<file path="src/scq_pkg.sv">
// scq_pkg: shared types, constants and key maps for the scan code queue
// no dependencies; used by scq_xlate, scq_outbuf and scan_code_to_ascii_queue

package scq_pkg;

   localparam int RING_DEPTH_DEF  = 64;
   localparam int MAP_ENTRIES_DEF = 58;
   localparam int MAP_LEN         = 58;

   // item kinds
   localparam logic FUNC_SCAN = 1'b0;
   localparam logic FUNC_READ = 1'b1;

   // scan codes, set 1
   localparam logic [7:0] SC_PREFIX = 8'hE0;
   localparam logic [7:0] SC_ESCKEY = 8'h01;
   localparam logic [7:0] SC_CAPS   = 8'h3A;
   localparam logic [7:0] SC_LSHIFT = 8'h2A;
   localparam logic [7:0] SC_RSHIFT = 8'h36;
   localparam logic [7:0] SC_CTRL   = 8'h1D;
   localparam logic [7:0] SC_ALT    = 8'h38;
   localparam logic [7:0] SC_DEL    = 8'h53;

   // characters
   localparam logic [6:0] CH_LOWER_A  = 7'h61;
   localparam logic [6:0] CH_LOWER_Z  = 7'h7A;
   localparam logic [6:0] CH_UPPER_A  = 7'h41;
   localparam logic [6:0] CH_UPPER_Z  = 7'h5A;
   localparam logic [6:0] CH_LOWER_C  = 7'h63;
   localparam logic [6:0] CH_UPPER_C  = 7'h43;
   localparam logic [6:0] CH_LOWER_D  = 7'h64;
   localparam logic [6:0] CH_UPPER_D  = 7'h44;
   localparam logic [6:0] CH_NEWLINE  = 7'h0A;
   localparam logic [6:0] CH_EOT      = 7'h04;
   localparam logic [6:0] CASE_OFFSET = 7'h20;

   typedef struct packed {
      logic       func;
      logic [7:0] scan_code;
   } scq_req_type;

   typedef struct packed {
      logic [6:0] char_out;
      logic       char_valid;
      logic       queue_empty;
      logic       dropped;
      logic [6:0] fill_count;
   } scq_rsp_type;

   typedef struct packed {
      logic shift_held;
      logic control_held;
      logic alt_held;
      logic caps_on;
      logic extended_prefix;
   } scq_mods_type;

   localparam logic [6:0] PLAIN_MAP [MAP_LEN] = '{
      7'h00, 7'h1B, 7'h31, 7'h32, 7'h33, 7'h34, 7'h35, 7'h36,
      7'h37, 7'h38, 7'h39, 7'h30, 7'h2D, 7'h3D, 7'h08, 7'h09,
      7'h71, 7'h77, 7'h65, 7'h72, 7'h74, 7'h79, 7'h75, 7'h69,
      7'h6F, 7'h70, 7'h5B, 7'h5D, 7'h0D, 7'h00, 7'h61, 7'h73,
      7'h64, 7'h66, 7'h67, 7'h68, 7'h6A, 7'h6B, 7'h6C, 7'h3B,
      7'h00, 7'h00, 7'h00, 7'h00, 7'h7A, 7'h78, 7'h63, 7'h76,
      7'h62, 7'h6E, 7'h6D, 7'h2C, 7'h2E, 7'h2F, 7'h00, 7'h2A,
      7'h00, 7'h20
   };

   localparam logic [6:0] UPPER_MAP [MAP_LEN] = '{
      7'h00, 7'h1B, 7'h21, 7'h40, 7'h23, 7'h24, 7'h25, 7'h5E,
      7'h26, 7'h2A, 7'h28, 7'h29, 7'h5F, 7'h2B, 7'h08, 7'h09,
      7'h51, 7'h57, 7'h45, 7'h52, 7'h54, 7'h59, 7'h55, 7'h49,
      7'h4F, 7'h50, 7'h7B, 7'h7D, 7'h0D, 7'h00, 7'h41, 7'h53,
      7'h44, 7'h46, 7'h47, 7'h48, 7'h4A, 7'h4B, 7'h4C, 7'h3A,
      7'h00, 7'h7E, 7'h00, 7'h7C, 7'h5A, 7'h58, 7'h43, 7'h56,
      7'h42, 7'h4E, 7'h4D, 7'h3C, 7'h3E, 7'h3F, 7'h00, 7'h2A,
      7'h00, 7'h20
   };

   // slots past the defined ones read as zero
   function automatic logic [6:0] key_map(input logic shifted, input logic [6:0] code);
      logic [6:0] ch;
      ch = 7'h00;
      if (code < 7'(MAP_LEN)) begin
         ch = shifted ? UPPER_MAP[code[5:0]] : PLAIN_MAP[code[5:0]];
      end
      return ch;
   endfunction

endpackage

</file>
<file path="src/scq_ring.sv">
// scq_ring: character ring storage, one write and one registered read port
// depends on nothing but its parameter

module scq_ring #(
   parameter int DEPTH = 64,
   parameter int PTR_W = $clog2(DEPTH)
) (
   input  logic             clock,
   input  logic             wr_en,
   input  logic [PTR_W-1:0] wr_addr,
   input  logic [6:0]       wr_data,
   input  logic             rd_en,
   input  logic [PTR_W-1:0] rd_addr,
   output logic [6:0]       rd_data
);

   logic [6:0] mem [DEPTH];
   logic [6:0] rd_data_ff;

   always_ff @(posedge clock) begin
      if (wr_en) begin
         mem[wr_addr] <= wr_data;
      end
   end

   // read data holds until the next read
   always_ff @(posedge clock) begin
      if (rd_en) begin
         rd_data_ff <= mem[rd_addr];
      end
   end

   assign rd_data = rd_data_ff;

endmodule

</file>
<file path="src/scq_xlate.sv">
// scq_xlate: modifier tracking and scan code to character translation
// depends on scq_pkg for the key maps and scan code constants

module scq_xlate #(
   parameter int MAP_ENTRIES = 58
) (
   input  logic [7:0]           scan_code,
   input  scq_pkg::scq_mods_type mods,
   output scq_pkg::scq_mods_type mods_next,
   output logic                 char_make,
   output logic [6:0]           char_code
);
   import scq_pkg::*;

   logic [7:0] code8;
   logic [6:0] raw_char;
   logic [6:0] cased_char;

   assign code8 = {1'b0, scan_code[6:0]};

   always_comb begin
      mods_next = mods;
      char_make = 1'b0;
      if (scan_code == SC_PREFIX) begin
         mods_next.extended_prefix = 1'b1;
      end else if (mods.extended_prefix) begin
         // right alt / right control release or press both clear the flag
         if (code8 == SC_ALT) begin
            mods_next.alt_held = 1'b0;
         end else if (code8 == SC_CTRL) begin
            mods_next.control_held = 1'b0;
         end
         mods_next.extended_prefix = 1'b0;
      end else if (scan_code[7]) begin
         if (code8 == SC_LSHIFT || code8 == SC_RSHIFT) begin
            mods_next.shift_held = 1'b0;
         end
         if (code8 == SC_CTRL) begin
            mods_next.control_held = 1'b0;
         end
         if (code8 == SC_ALT) begin
            mods_next.alt_held = 1'b0;
         end
      end else if (scan_code == SC_ESCKEY) begin
         char_make = 1'b0;
      end else if (scan_code == SC_LSHIFT || scan_code == SC_RSHIFT) begin
         mods_next.shift_held = 1'b1;
      end else if (scan_code == SC_ALT) begin
         mods_next.alt_held = 1'b1;
      end else if (scan_code == SC_CTRL) begin
         mods_next.control_held = 1'b1;
      end else if (scan_code == SC_CAPS) begin
         mods_next.caps_on = ~mods.caps_on;
      end else if (mods.control_held && mods.alt_held && scan_code == SC_DEL) begin
         char_make = 1'b0;
      end else if (scan_code < 8'(MAP_ENTRIES)) begin
         char_make = 1'b1;
      end
   end

   assign raw_char = key_map(mods.shift_held, scan_code[6:0]);

   always_comb begin
      cased_char = raw_char;
      if (mods.caps_on) begin
         if (raw_char >= CH_UPPER_A && raw_char <= CH_UPPER_Z) begin
            cased_char = raw_char + CASE_OFFSET;
         end else if (raw_char >= CH_LOWER_A && raw_char <= CH_LOWER_Z) begin
            cased_char = raw_char - CASE_OFFSET;
         end
      end
      char_code = cased_char;
      if (mods.control_held && (cased_char == CH_LOWER_C || cased_char == CH_UPPER_C)) begin
         char_code = CH_NEWLINE;
      end
      if (mods.control_held && (cased_char == CH_LOWER_D || cased_char == CH_UPPER_D)) begin
         char_code = CH_EOT;
      end
   end

endmodule

</file>
<file path="src/scq_outbuf.sv">
// scq_outbuf: two-entry result buffer (output register plus skid) for the rsp side
// depends on scq_pkg for the result item type

module scq_outbuf (
   input  logic                 clock,
   input  logic                 reset,
   input  logic                 push,
   input  scq_pkg::scq_rsp_type push_data,
   output logic                 full,
   output logic                 rsp_valid,
   input  logic                 rsp_stall,
   output scq_pkg::scq_rsp_type rsp_data
);
   import scq_pkg::*;

   logic        out_valid_ff, out_valid_in;
   logic        skid_valid_ff, skid_valid_in;
   scq_rsp_type out_data_ff, out_data_in;
   scq_rsp_type skid_data_ff, skid_data_in;
   logic        pop;

   assign pop = out_valid_ff & ~rsp_stall;

   always_comb begin
      out_valid_in  = out_valid_ff;
      skid_valid_in = skid_valid_ff;
      out_data_in   = out_data_ff;
      skid_data_in  = skid_data_ff;
      if (pop) begin
         if (skid_valid_ff) begin
            out_data_in   = skid_data_ff;
            skid_valid_in = push;
            skid_data_in  = push_data;
         end else begin
            out_valid_in = push;
            out_data_in  = push_data;
         end
      end else if (push) begin
         if (!out_valid_ff) begin
            out_valid_in = 1'b1;
            out_data_in  = push_data;
         end else begin
            skid_valid_in = 1'b1;
            skid_data_in  = push_data;
         end
      end
   end

   always_ff @(posedge clock) begin
      if (reset) begin
         out_valid_ff  <= 1'b0;
         skid_valid_ff <= 1'b0;
      end else begin
         out_valid_ff  <= out_valid_in;
         skid_valid_ff <= skid_valid_in;
      end
   end

   always_ff @(posedge clock) begin
      out_data_ff  <= out_data_in;
      skid_data_ff <= skid_data_in;
   end

   assign full      = out_valid_ff & skid_valid_ff;
   assign rsp_valid = out_valid_ff;
   assign rsp_data  = out_data_ff;

endmodule

</file>
<file path="src/scan_code_to_ascii_queue.sv">
// scan_code_to_ascii_queue: set 1 scan codes to ASCII with a character ring
// depends on scq_pkg, scq_xlate, scq_ring and scq_outbuf

// Takes one item per clock cycle when the result side keeps up. A scan code
// item updates the shift, control, alt, capslock and prefix flags and may
// push one character into the ring; a read item pops the oldest character.
// Every item gives one result, through the read stage, which waits on the
// ring's registered read port, and then the result buffer. The item rate
// is set by the flag and pointer update, done in the accept cycle, and by
// the ring's single write and single read port. The ring is not cleared
// after reset; only written entries are ever read. req_stall rises only
// when the two-entry result buffer and the read stage are all occupied.

module scan_code_to_ascii_queue #(
   parameter int RING_DEPTH  = scq_pkg::RING_DEPTH_DEF,
   parameter int MAP_ENTRIES = scq_pkg::MAP_ENTRIES_DEF
) (
   input  logic                 clock,
   input  logic                 reset,
   input  logic                 req_valid,
   output logic                 req_stall,
   input  scq_pkg::scq_req_type req_data,
   output logic                 rsp_valid,
   input  logic                 rsp_stall,
   output scq_pkg::scq_rsp_type rsp_data
);
   import scq_pkg::*;

   localparam int PTR_W = (RING_DEPTH > 1) ? $clog2(RING_DEPTH) : 1;
   localparam int CNT_W = $clog2(RING_DEPTH + 1);

   scq_mods_type     mods_ff, mods_in, mods_xlate;
   logic [PTR_W-1:0] wr_pos_ff, wr_pos_in;
   logic [PTR_W-1:0] rd_pos_ff, rd_pos_in;
   logic [CNT_W-1:0] count_ff, count_in;

   // read stage, waiting on the ring read data
   logic             s1_valid_ff, s1_valid_in;
   logic             s1_char_valid_ff;
   logic             s1_empty_ff;
   logic             s1_dropped_ff;
   logic [CNT_W-1:0] s1_count_ff;

   logic             accept;
   logic             buf_full;
   logic             s1_push;
   logic             char_make;
   logic [6:0]       char_code;
   logic             ring_full;
   logic             ring_empty;
   logic             do_write;
   logic             do_read;
   logic             is_read;
   logic [6:0]       rd_char;
   scq_rsp_type      s1_rsp;

   assign req_stall = s1_valid_ff & buf_full;
   assign accept    = req_valid & ~req_stall;
   assign s1_push   = s1_valid_ff & ~buf_full;
   assign is_read   = (req_data.func == FUNC_READ);

   scq_xlate #(
      .MAP_ENTRIES(MAP_ENTRIES)
   ) u_xlate (
      .scan_code (req_data.scan_code),
      .mods      (mods_ff),
      .mods_next (mods_xlate),
      .char_make (char_make),
      .char_code (char_code)
   );

   assign ring_full  = (count_ff == CNT_W'(RING_DEPTH));
   assign ring_empty = (count_ff == '0);
   assign do_write   = accept & ~is_read & char_make & ~ring_full;
   assign do_read    = accept & is_read & ~ring_empty;

   always_comb begin
      mods_in   = mods_ff;
      wr_pos_in = wr_pos_ff;
      rd_pos_in = rd_pos_ff;
      count_in  = count_ff;
      if (accept && !is_read) begin
         mods_in = mods_xlate;
      end
      if (do_write) begin
         wr_pos_in = (wr_pos_ff == PTR_W'(RING_DEPTH - 1)) ? '0 : wr_pos_ff + 1'b1;
         count_in  = count_ff + 1'b1;
      end
      if (do_read) begin
         rd_pos_in = (rd_pos_ff == PTR_W'(RING_DEPTH - 1)) ? '0 : rd_pos_ff + 1'b1;
         count_in  = count_ff - 1'b1;
      end
   end

   always_comb begin
      s1_valid_in = s1_valid_ff;
      if (accept) begin
         s1_valid_in = 1'b1;
      end else if (s1_push) begin
         s1_valid_in = 1'b0;
      end
   end

   always_ff @(posedge clock) begin
      if (reset) begin
         mods_ff     <= '0;
         wr_pos_ff   <= '0;
         rd_pos_ff   <= '0;
         count_ff    <= '0;
         s1_valid_ff <= 1'b0;
      end else begin
         mods_ff     <= mods_in;
         wr_pos_ff   <= wr_pos_in;
         rd_pos_ff   <= rd_pos_in;
         count_ff    <= count_in;
         s1_valid_ff <= s1_valid_in;
      end
   end

   always_ff @(posedge clock) begin
      if (accept) begin
         s1_char_valid_ff <= do_read;
         s1_empty_ff      <= is_read & ring_empty;
         s1_dropped_ff    <= ~is_read & char_make & ring_full;
         s1_count_ff      <= count_in;
      end
   end

   // a pop never targets the entry written in the same cycle
   scq_ring #(
      .DEPTH(RING_DEPTH),
      .PTR_W(PTR_W)
   ) u_ring (
      .clock   (clock),
      .wr_en   (do_write),
      .wr_addr (wr_pos_ff),
      .wr_data (char_code),
      .rd_en   (do_read),
      .rd_addr (rd_pos_ff),
      .rd_data (rd_char)
   );

   always_comb begin
      s1_rsp.char_out    = s1_char_valid_ff ? rd_char : 7'h00;
      s1_rsp.char_valid  = s1_char_valid_ff;
      s1_rsp.queue_empty = s1_empty_ff;
      s1_rsp.dropped     = s1_dropped_ff;
      s1_rsp.fill_count  = 7'(s1_count_ff);
   end

   scq_outbuf u_outbuf (
      .clock     (clock),
      .reset     (reset),
      .push      (s1_push),
      .push_data (s1_rsp),
      .full      (buf_full),
      .rsp_valid (rsp_valid),
      .rsp_stall (rsp_stall),
      .rsp_data  (rsp_data)
   );

endmodule
</file>
<file path="config.mk">
export PLATFORM = sky130hd
export DESIGN_NAME = scan_code_to_ascii_queue
export DESIGN_NICKNAME = d
export VERILOG_FILES = /design/src/scq_pkg.sv /design/src/scq_ring.sv /design/src/scq_xlate.sv /design/src/scq_outbuf.sv /design/src/scan_code_to_ascii_queue.sv
export SDC_FILE = /design/constraint.sdc
export NUM_CORES = 1
export LEC_CHECK = 0
export BUFFER_PORTS_ARGS = -buffer_cell sky130_fd_sc_hd__buf_2
export CAP_MARGIN = 20
export CELL_PAD_IN_SITES_DETAIL_PLACEMENT = 0
export CELL_PAD_IN_SITES_GLOBAL_PLACEMENT = 1
export CORE_UTILIZATION = 52
export CTS_BUF_LIST = sky130_fd_sc_hd__clkbuf_8
export DETAILED_ROUTE_END_ITERATION = 16
export PLACE_DENSITY_LB_ADDON = 0.1
export SLEW_MARGIN = 15
export SYNTH_ARGS = -nofsm -noshare
export SYNTH_HDL_FRONTEND = slang
export SYNTH_SLANG_ARGS = --single-unit
</file>
<file path="constraint.sdc">
create_clock -name clock -period 5.4 [get_ports clock]
set_input_delay 0 -clock clock [delete_from_list [all_inputs] [get_ports clock]]
set_output_delay 0 -clock clock [all_outputs]
set_load 0.005 [all_outputs]
</file>
==> results of run 1 <==
[per-layer routing]
metal  up-vias  track usage, %  share of wire [%]
met1      5944            32.6                 43
li1       5021               -                  -
met4         2            10.0                3.1
met3        95            4.58                6.1
met2       400            36.8                 48
met5         -            1.33               0.16
[what timing repair did]
| action | CTS | global route |
|---|---|---|
| gates resized for setup | 0 | 0 |
| endpoints found under the hold margin | 35 | 0 |
| setup buffers | 0 | 0 |
| hold buffers | 9 | 0 |
[power breakdown]
group	switching, W	internal, W	total (W)
sequential	0.0000563	0.00461	0.00467
clock	0.00151	0.00162	0.00313
combinational	0.000606	0.000536	0.00114
total	0.00217	0.00677	0.00894
[final timing paths]
kind	from	to	slack [ns]
setup / recovery	mods_ff[4]	u_ring.mem[23][3]	1.08
hold / removal	req_data[2]	mods_ff[3]	0.10
setup reg to reg	mods_ff[4]	u_ring.mem[23][3]	1.08
hold reg to reg	s1_count_ff[0]	u_outbuf.skid_data_ff[0]	0.45
[state kept, by name (all words and copies together), names as in the netlist, 4 cells and up]
register / count
u_ring.mem: 448
u_outbuf.rsp_data: 17
u_outbuf.skid_data_ff: 17
count_ff: 7
s1_count_ff: 7
u_ring.rd_data: 7
rd_pos_ff: 6
wr_pos_ff: 6
mods_ff: 4
[per-stage QoR]
stage	hold slack (ns)	setup slack, ns
floorplan	0.0716	0.144
global placement	0.275	1.07
detailed placement	0.272	0.943
CTS	0.0456	1.07
global route	0.128	0.776
finish	0.100	1.08
[cells by family after synthesis]
kind of cell               after synthesis  synth area share (%)
muxes                                  166                  16.0
and+or+nand+nor                        283                  6.54
AOI/OAI and AO/OA                       96                  3.28
buffers and inverters                   95                  1.91
adders and majority gates               19                  1.08
DFF                                    525                  70.5
xor gates and xnor gates                16                 0.637
[Yosys cell counts, types with 16 or more instances]
| cell type | number |
|---|---|
| sky130_fd_sc_hd__and2_1 | 19 |
| sky130_fd_sc_hd__buf_1 | 16 |
| sky130_fd_sc_hd__clkbuf_1 | 34 |
| sky130_fd_sc_hd__dfxtp_1 | 26 |
| sky130_fd_sc_hd__edfxtp_1 | 499 |
| sky130_fd_sc_hd__ha_1 | 19 |
| sky130_fd_sc_hd__inv_1 | 22 |
| sky130_fd_sc_hd__mux4_2 | 147 |
| sky130_fd_sc_hd__nand2_1 | 57 |
| sky130_fd_sc_hd__nand3_1 | 16 |
| sky130_fd_sc_hd__nor2_1 | 97 |
| sky130_fd_sc_hd__nor2b_1 | 17 |
| sky130_fd_sc_hd__o21ai_0 | 16 |
[final cells by class]
cell class / count / area share [%]
Sequential cell: 525 / 63.5
Multi-Input combinational cell: 580 / 25.0
Clock buffer: 93 / 5.24
Clock inverter: 55 / 1.05
Antenna cell: 1 / 0.0102
Inverter: 28 / 0.430
Timing Repair Buffer: 70 / 2.11
Tap cell: 532 / 2.72
[critical path: cells and delay by family, from the launching register on]
kind	cells	cell delay (ns)
buffers and inverters	2	0.69
and+or+nand+nor	4	1.07
DFF	1	0.75
AOI/OAI and AO/OA	4	1.55
==> results list, run 1 <==
* Result of the run: complete, no violations
- Area of all sequential standard cells: 0.0155 mm²
- Path category of the worst min-delay check: in -> reg
- The floorplan step defined a die boundary enclosing 0.0431 mm².
- The final layout contains routed wiring with a total length of 49100 µm.
* Area growth from synthesis to final layout: 11.2%
- By area the synthesized netlist is led by sky130_fd_sc_hd__edfxtp_1, sky130_fd_sc_hd__mux4_2, sky130_fd_sc_hd__dfxtp_1, sky130_fd_sc_hd__nor2_1, sky130_fd_sc_hd__ha_1.
- Instance count along the most critical hold path: 6
- Number of nets produced by synthesis: 1232
* GRT overflow: 0
- Kind of end point of the critical path: flop
- Cell count after synthesis: 1200
- Required time at the worst-slack endpoint: 5.80 ns
- The library cell used most frequently in the layout, excluding fill and tap cells, is sky130_fd_sc_hd__edfxtp_1.
- The worst pin sits at a relative slew slack of 28.7%.
- Total number of vias: 11500
- Across the run, the number of max-cap violations was 0.
* Maximum clock skew at final layout: 0.0327 ns
- The first global-routing pass estimated 74200 µm of wire.
- Share of flip-flops with an asynchronous set or reset after synthesis: 0%
* Drt via density: 6.08
- CTS saw 525 sinks.
- CP Launch Type: flop
- Data arrival, critical path: 4.73 ns
* Number of nets in the final layout: 1321
- Setup repair after global routing left no endpoint under its margin.
* Post-synthesis cell type with the largest combined area: sky130_fd_sc_hd__edfxtp_1
- First DRT Iteration DRCs: 986
- Once placement completed, the tool counted placed cells totaling 1725.
- For this run, the number of standard cells in the final layout without fillers is 1884.
- For this run, the share of the core covered by cells in the final layout is 59.2%.
- Die width: 208 µm
* Clock transition at the register clock pins on the worst setup and hold paths after CTS: 0.06 ns
- Number of setup violations in the final report: 0
- Entering global routing, the biggest net connects 117 pins.
- Of the post-synthesis cell area, the dominant cell type holds 68.1%.
- Sum of net half-perimeters after detailed placement: 29700 µm
- Clock tree synthesis inserted a total of 84 buffers.
- Synthesis warning total: 0
- The number of global-route vias before repair came to 11800.
- For this design, the slowest cell found on the critical path is sky130_fd_sc_hd__dfxtp_1.
- RePlAce Congestion: 0.857
- Count of flip-flops with a built-in enable after synthesis: 499
* PortBufs: 31
* CTS tree: built
- Summing all multi-input logic gate instances after layout gives 0.00610 mm².
- Along the worst path, the maximum fanout reaches 41.
* All-layer global routing usage: 23.6%
- The average instance in the mapped netlist occupies 18.3 µm².
- After synthesis the netlist holds a flip-flop and latch count of 525.
- Actual transition at the worst max-transition pin: 1.07 ns
* Number of nets still failing antenna checks after routing: 0
- Average routed wire per standard cell: 26.1 µm
- Minimum period implied by the final worst setup slack: 4.32 ns
- Peak ir drop on the vdd network: 0.000222 V
* Die height: 208 µm
- The cell area that synthesis handed to floorplanning was 0.0220 mm².
* Commonest cells after routing, fill and taps aside: sky130_fd_sc_hd__edfxtp_1, sky130_fd_sc_hd__mux4_2, sky130_fd_sc_hd__nor2_1, sky130_fd_sc_hd__clkbuf_8, sky130_fd_sc_hd__nand2_1
- For this run, design rule violations remaining after detail routing come to 0.
- 32 I/O pins were placed.
- Largest incremental delay on the critical path: 0.75 ns
- Summing internal, switching and leakage power gives 0.00894 W.
- The first TritonRoute pass finished after 5 iterations.
- Final Cycle Share: 80.0%
- Leakage: 7.72 nW
* Buffer depth of the longest clock path: 3
- Final Slew Violations: 0
* Setup TNS Final: 0 ns
- The cell sitting at the root of the clock tree is a sky130_fd_sc_hd__clkbuf_8.
* Sequential fraction of the synthesis area: 70.5%
- Worst skew pair latency: 0.65 ns
- H-tree levels: 3
* Layout cells sized above 1: 26.1%
* Maximum clock frequency: 231 MHz
* Instance area at placement: 0.0228 mm²
* Type of the setup path with the least slack: reg -> reg
* Number of cell rows: 74
- The core region is 0.0413 mm².
* Final non-filler cell area: 0.0244 mm²
- For this run, the leading register cell type out of synthesis is sky130_fd_sc_hd__edfxtp_1.
* Total count of hold-check failures in the final report: 0
* Number of distinct library cell variants in the gate-level netlist after synthesis: 83
- Walking the worst path, the cells encountered are inv_1 > a211o_1 > a311o_1 > or2_0 > nor2_1 > nand4_1 > a211o_1 > nand3_2 > a31o_2 > buf_4.
* PwrDens: 366 mW/mm²
- The most numerous cell type found on the critical path is sky130_fd_sc_hd__a211o_1.
- For the worst flop-to-flop path, the logic depth is 10.
* Effective utilization at floorplan: 53.3%
* Initial antenna violation count: 2
- Fill count: 3116
Power figures use the tool's default switching activity.
==> run 2, diff against run 1 <==
==> constraint.sdc (replaced) <==
create_clock -name clock -period 3.48 [get_ports clock]
set_input_delay 0 -clock clock [delete_from_list [all_inputs] [get_ports clock]]
set_output_delay 0 -clock clock [all_outputs]
set_load 0.005 [all_outputs]
==> results list, run 2 (synthesized netlist as in run 1, its figures left out) <==
- Result of the run: complete, no violations
- Required time at the worst-slack endpoint: 3.83 ns (-1.97 ns)
* Critical Path End: u_ring.mem[63][3]
- The total via count in the routed design was 11500 (+0.31%).
* Routing layer with the top usage in global route: met2
- Final Slew Violations: 0 (unchanged)
- The number of inserted filler cells in the final layout came to 2989 (-4.1%).
- Cells on worst reg2reg path: 10 (unchanged)
- The number of buffers on the longest clock path is 3 (unchanged).
* Total Power Consumption: 0.0139 W (+56%)
- The min-delay analysis places its worst path in the category in -> reg.
* Setup slack of the worst register-to-register path: 0.20 ns (-0.87 ns)
- The global route total overflow came to 0 (unchanged).
* Minimum period implied by the final worst setup slack: 3.28 ns (-1.05 ns)
- The net count reported at finish was 1423 (+7.7%).
- Die height: 208 µm (unchanged)
* Antenna fix cells: 0 (-1)
- The final period utilization was 94.1% (+14 points).
* Layout cells sized above 1: 31.7% (+5.6 points)
* CTS Root Buffer Type: sky130_fd_sc_hd__clkbuf_8
- PortBufs: 31 (unchanged)
* Peak ir drop on the vdd network: 0.000611 V (+170%)
* Pin count of the biggest net entering global routing: 59 (-50%)
* Actual transition at the worst max-transition pin: 0.807 ns (-0.259 ns)
- Critical path startpoint: mods_ff[4]
- Core Box Area: 0.0413 mm² (unchanged)
- H-tree levels: 3 (unchanged)
- The top achievable clock speed is 305 MHz (+32%).
- Initial antenna violation count: 0 (-2)
- The remaining max-slew budget at the tightest pin was 46.2% (+18 points).
- The worst register-to-register path begins at mods_ff[4].
- Maximum net fanout on the critical path: 36 (-12%)
- The routing usage on met2 is 37.4% (+0.53 points).
* Number of setup violations in the final report: 0 (unchanged)
- CP Launch Type: flop
- The total of max-cap violations is 0 (unchanged).
- Total count of hold-check failures in the final report: 0 (unchanged)
- The HPWL reported at the end of detailed placement was 31400 µm (+5.5%).
- Area growth from synthesis to final layout: 15.7%
- Most frequent standard cell in the layout excluding fill and tap cells: sky130_fd_sc_hd__edfxtp_1
- The flip-flop count of the largest register, all copies and words added came to 448 (unchanged).
* Total Routed Length: 46700 µm (-4.8%)
* Sw Share: 23.9% (-0.35 points)
- The number of iterations in the first detailed-routing pass was 5 (unchanged).
- The arrival time at the worst endpoint came to 3.63 ns (-1.10 ns).
- Average routed wire per standard cell: 23.5 µm (-9.6%)
- The critical path in this run is classified as reg -> reg.
- PwrDens: 547 mW/mm² (+49%)
* I/O pin total: 32 (unchanged)
- First DRT Iteration DRCs: 815 (-17%)
- The number of rows created at floorplan is 74 (unchanged).
- Hold Slack: 0.0800 ns (-0.0201 ns)
- In this run the critical register-to-register path is captured at u_ring.mem[63][3].
- Kind of end point of the critical path: flop
- Overall die area: 0.0431 mm² (unchanged)
- The clock input transition at the sequential cells of the worst setup and hold paths was 0.06 ns (about the same).
- Seq pwr share: 52.0% (-0.2 points)
- Pint: 0.0106 W (+56%)
- Drt via density: 5.79 (-4.8%)
* Net switching power of the design: 0.00333 W (+53%)
* Unrepaired setup endpoints after global routing: no
- Commonest cells after routing, fill and taps aside: sky130_fd_sc_hd__edfxtp_1, sky130_fd_sc_hd__mux4_2, sky130_fd_sc_hd__buf_4, sky130_fd_sc_hd__nor2_1, sky130_fd_sc_hd__clkbuf_8
* Die width: 208 µm (unchanged)
- The overall global routing resource usage is 22.4% (-1.2 points).
* Leakage: 8.26 nW (+7.0%)
* Effective utilization at floorplan: 53.3% (unchanged)
- The total clock buffers created by CTS came to 84 (unchanged).
- Number of placed instances with taps included: 1826 (+5.9%)
- The remaining antenna violation count after routing came to 0 (unchanged).
- The number of global-route vias before repair came to 11900 (+0.92%).
- The met1 capacity usage during global routing came to 30.9% (-1.7 points).
* Maximum clock skew at final layout: 0.0181 ns (-0.0146 ns)
* Met3 Usage GRT: 3.89% (-0.70 points)
* First-pass GRT wire length: 72000 µm (-3.0%)
* Final Non-Filler Cells: 1984 (+5.3%)
* RePlAce Congestion: 0.926 (+8.1%)
* Remaining routing DRC violations: 0 (unchanged)
* Number of sinks handled by clock tree synthesis: 525 (unchanged)
- Clock network power share: 34.6% (-0.4 points)
- CTS tree: built
- The end-of-flow core utilization came to 61.6% (+2.4 points).
- The clock insertion delay at the later pin of the skew report was 0.64 ns (about the same).
* Proportion of power drawn by combinational gates: 13.4% (+0.6 points)
- The register with the most flip-flops in the final layout is u_ring.mem.
[run 2: final cells by class]
type / instances / area [µm²] / area share [%]
multi-input cells: 580 / 6170 / 24.3
well taps: 532 / 666 / 2.62
repair buffers: 172 / 1430 / 5.62
inverters: 28 / 121 / 0.477
clock inverters: 61 / 347 / 1.36
flip-flops and latches: 525 / 15500 / 61.0
clock buffers: 86 / 1180 / 4.65
[run 2: worst max-delay path, cell delays in order (launching register included)]
cell	delay [ns]
sky130_fd_sc_hd__dfxtp_4	0.43
sky130_fd_sc_hd__inv_1	0.14
sky130_fd_sc_hd__or4_1	0.57
sky130_fd_sc_hd__nand4_1	0.22
sky130_fd_sc_hd__ha_1	0.23
sky130_fd_sc_hd__a21bo_2	0.23
sky130_fd_sc_hd__a211o_1	0.31
sky130_fd_sc_hd__a41oi_2	0.21
sky130_fd_sc_hd__nand3_4	0.14
sky130_fd_sc_hd__a31o_2	0.31
sky130_fd_sc_hd__buf_12	0.17
[run 2: metal layers]
layer / wire [µm] / vias to the layer above
li1: - / 5230
met1: 20300 / 5916
met2: 23800 / 296
met3: 2060 / 55
met4: 622 / 0
met5: 0 / -
[run 2: repair_timing]
item | 4_1_cts | 5_1_grt
gates resized for setup | 0 | 1
hold buffers | 11 | 0
setup buffers | 0 | 0
setup endpoints to repair | 0 | 194
endpoints found under the hold margin | 35 | 0
[run 2: worst min path at each step]
stage                     start     endpoint  cells after the start
detailed placement  req_data[7]   mods_ff[4]                      2
floorplan                 reset  count_ff[0]                      1
global placement    req_data[7]   mods_ff[4]                      2
finish              req_data[0]   mods_ff[1]                      6
CTS                 req_data[0]   mods_ff[1]                      6
global route        req_data[0]   mods_ff[1]                      6
[run 2: stage by stage]
stage,cell area [µm²],TNS [ns],worst slack [ns]
4_1_cts,25400,0,0.175
3_3_place_gp,23800,-0.113,-0.00654
5_1_grt,25400,0,0.0682
3_5_place_dp,23800,-5.73,-0.0848
2_1_floorplan,22200,0,0.00182
6_report,25400,0,0.204
[run 2: power groups by stage]
stage	logic [W]	registers, W	clock network (W)
6_report	0.00187	0.00723	0.00481
5_1_grt	0.00202	0.00724	0.00523
3_3_place_gp	0.00188	0.00736	0
2_1_floorplan	0.00134	0.00733	0
4_1_cts	0.00191	0.00723	0.00495
3_5_place_dp	0.00190	0.00736	0
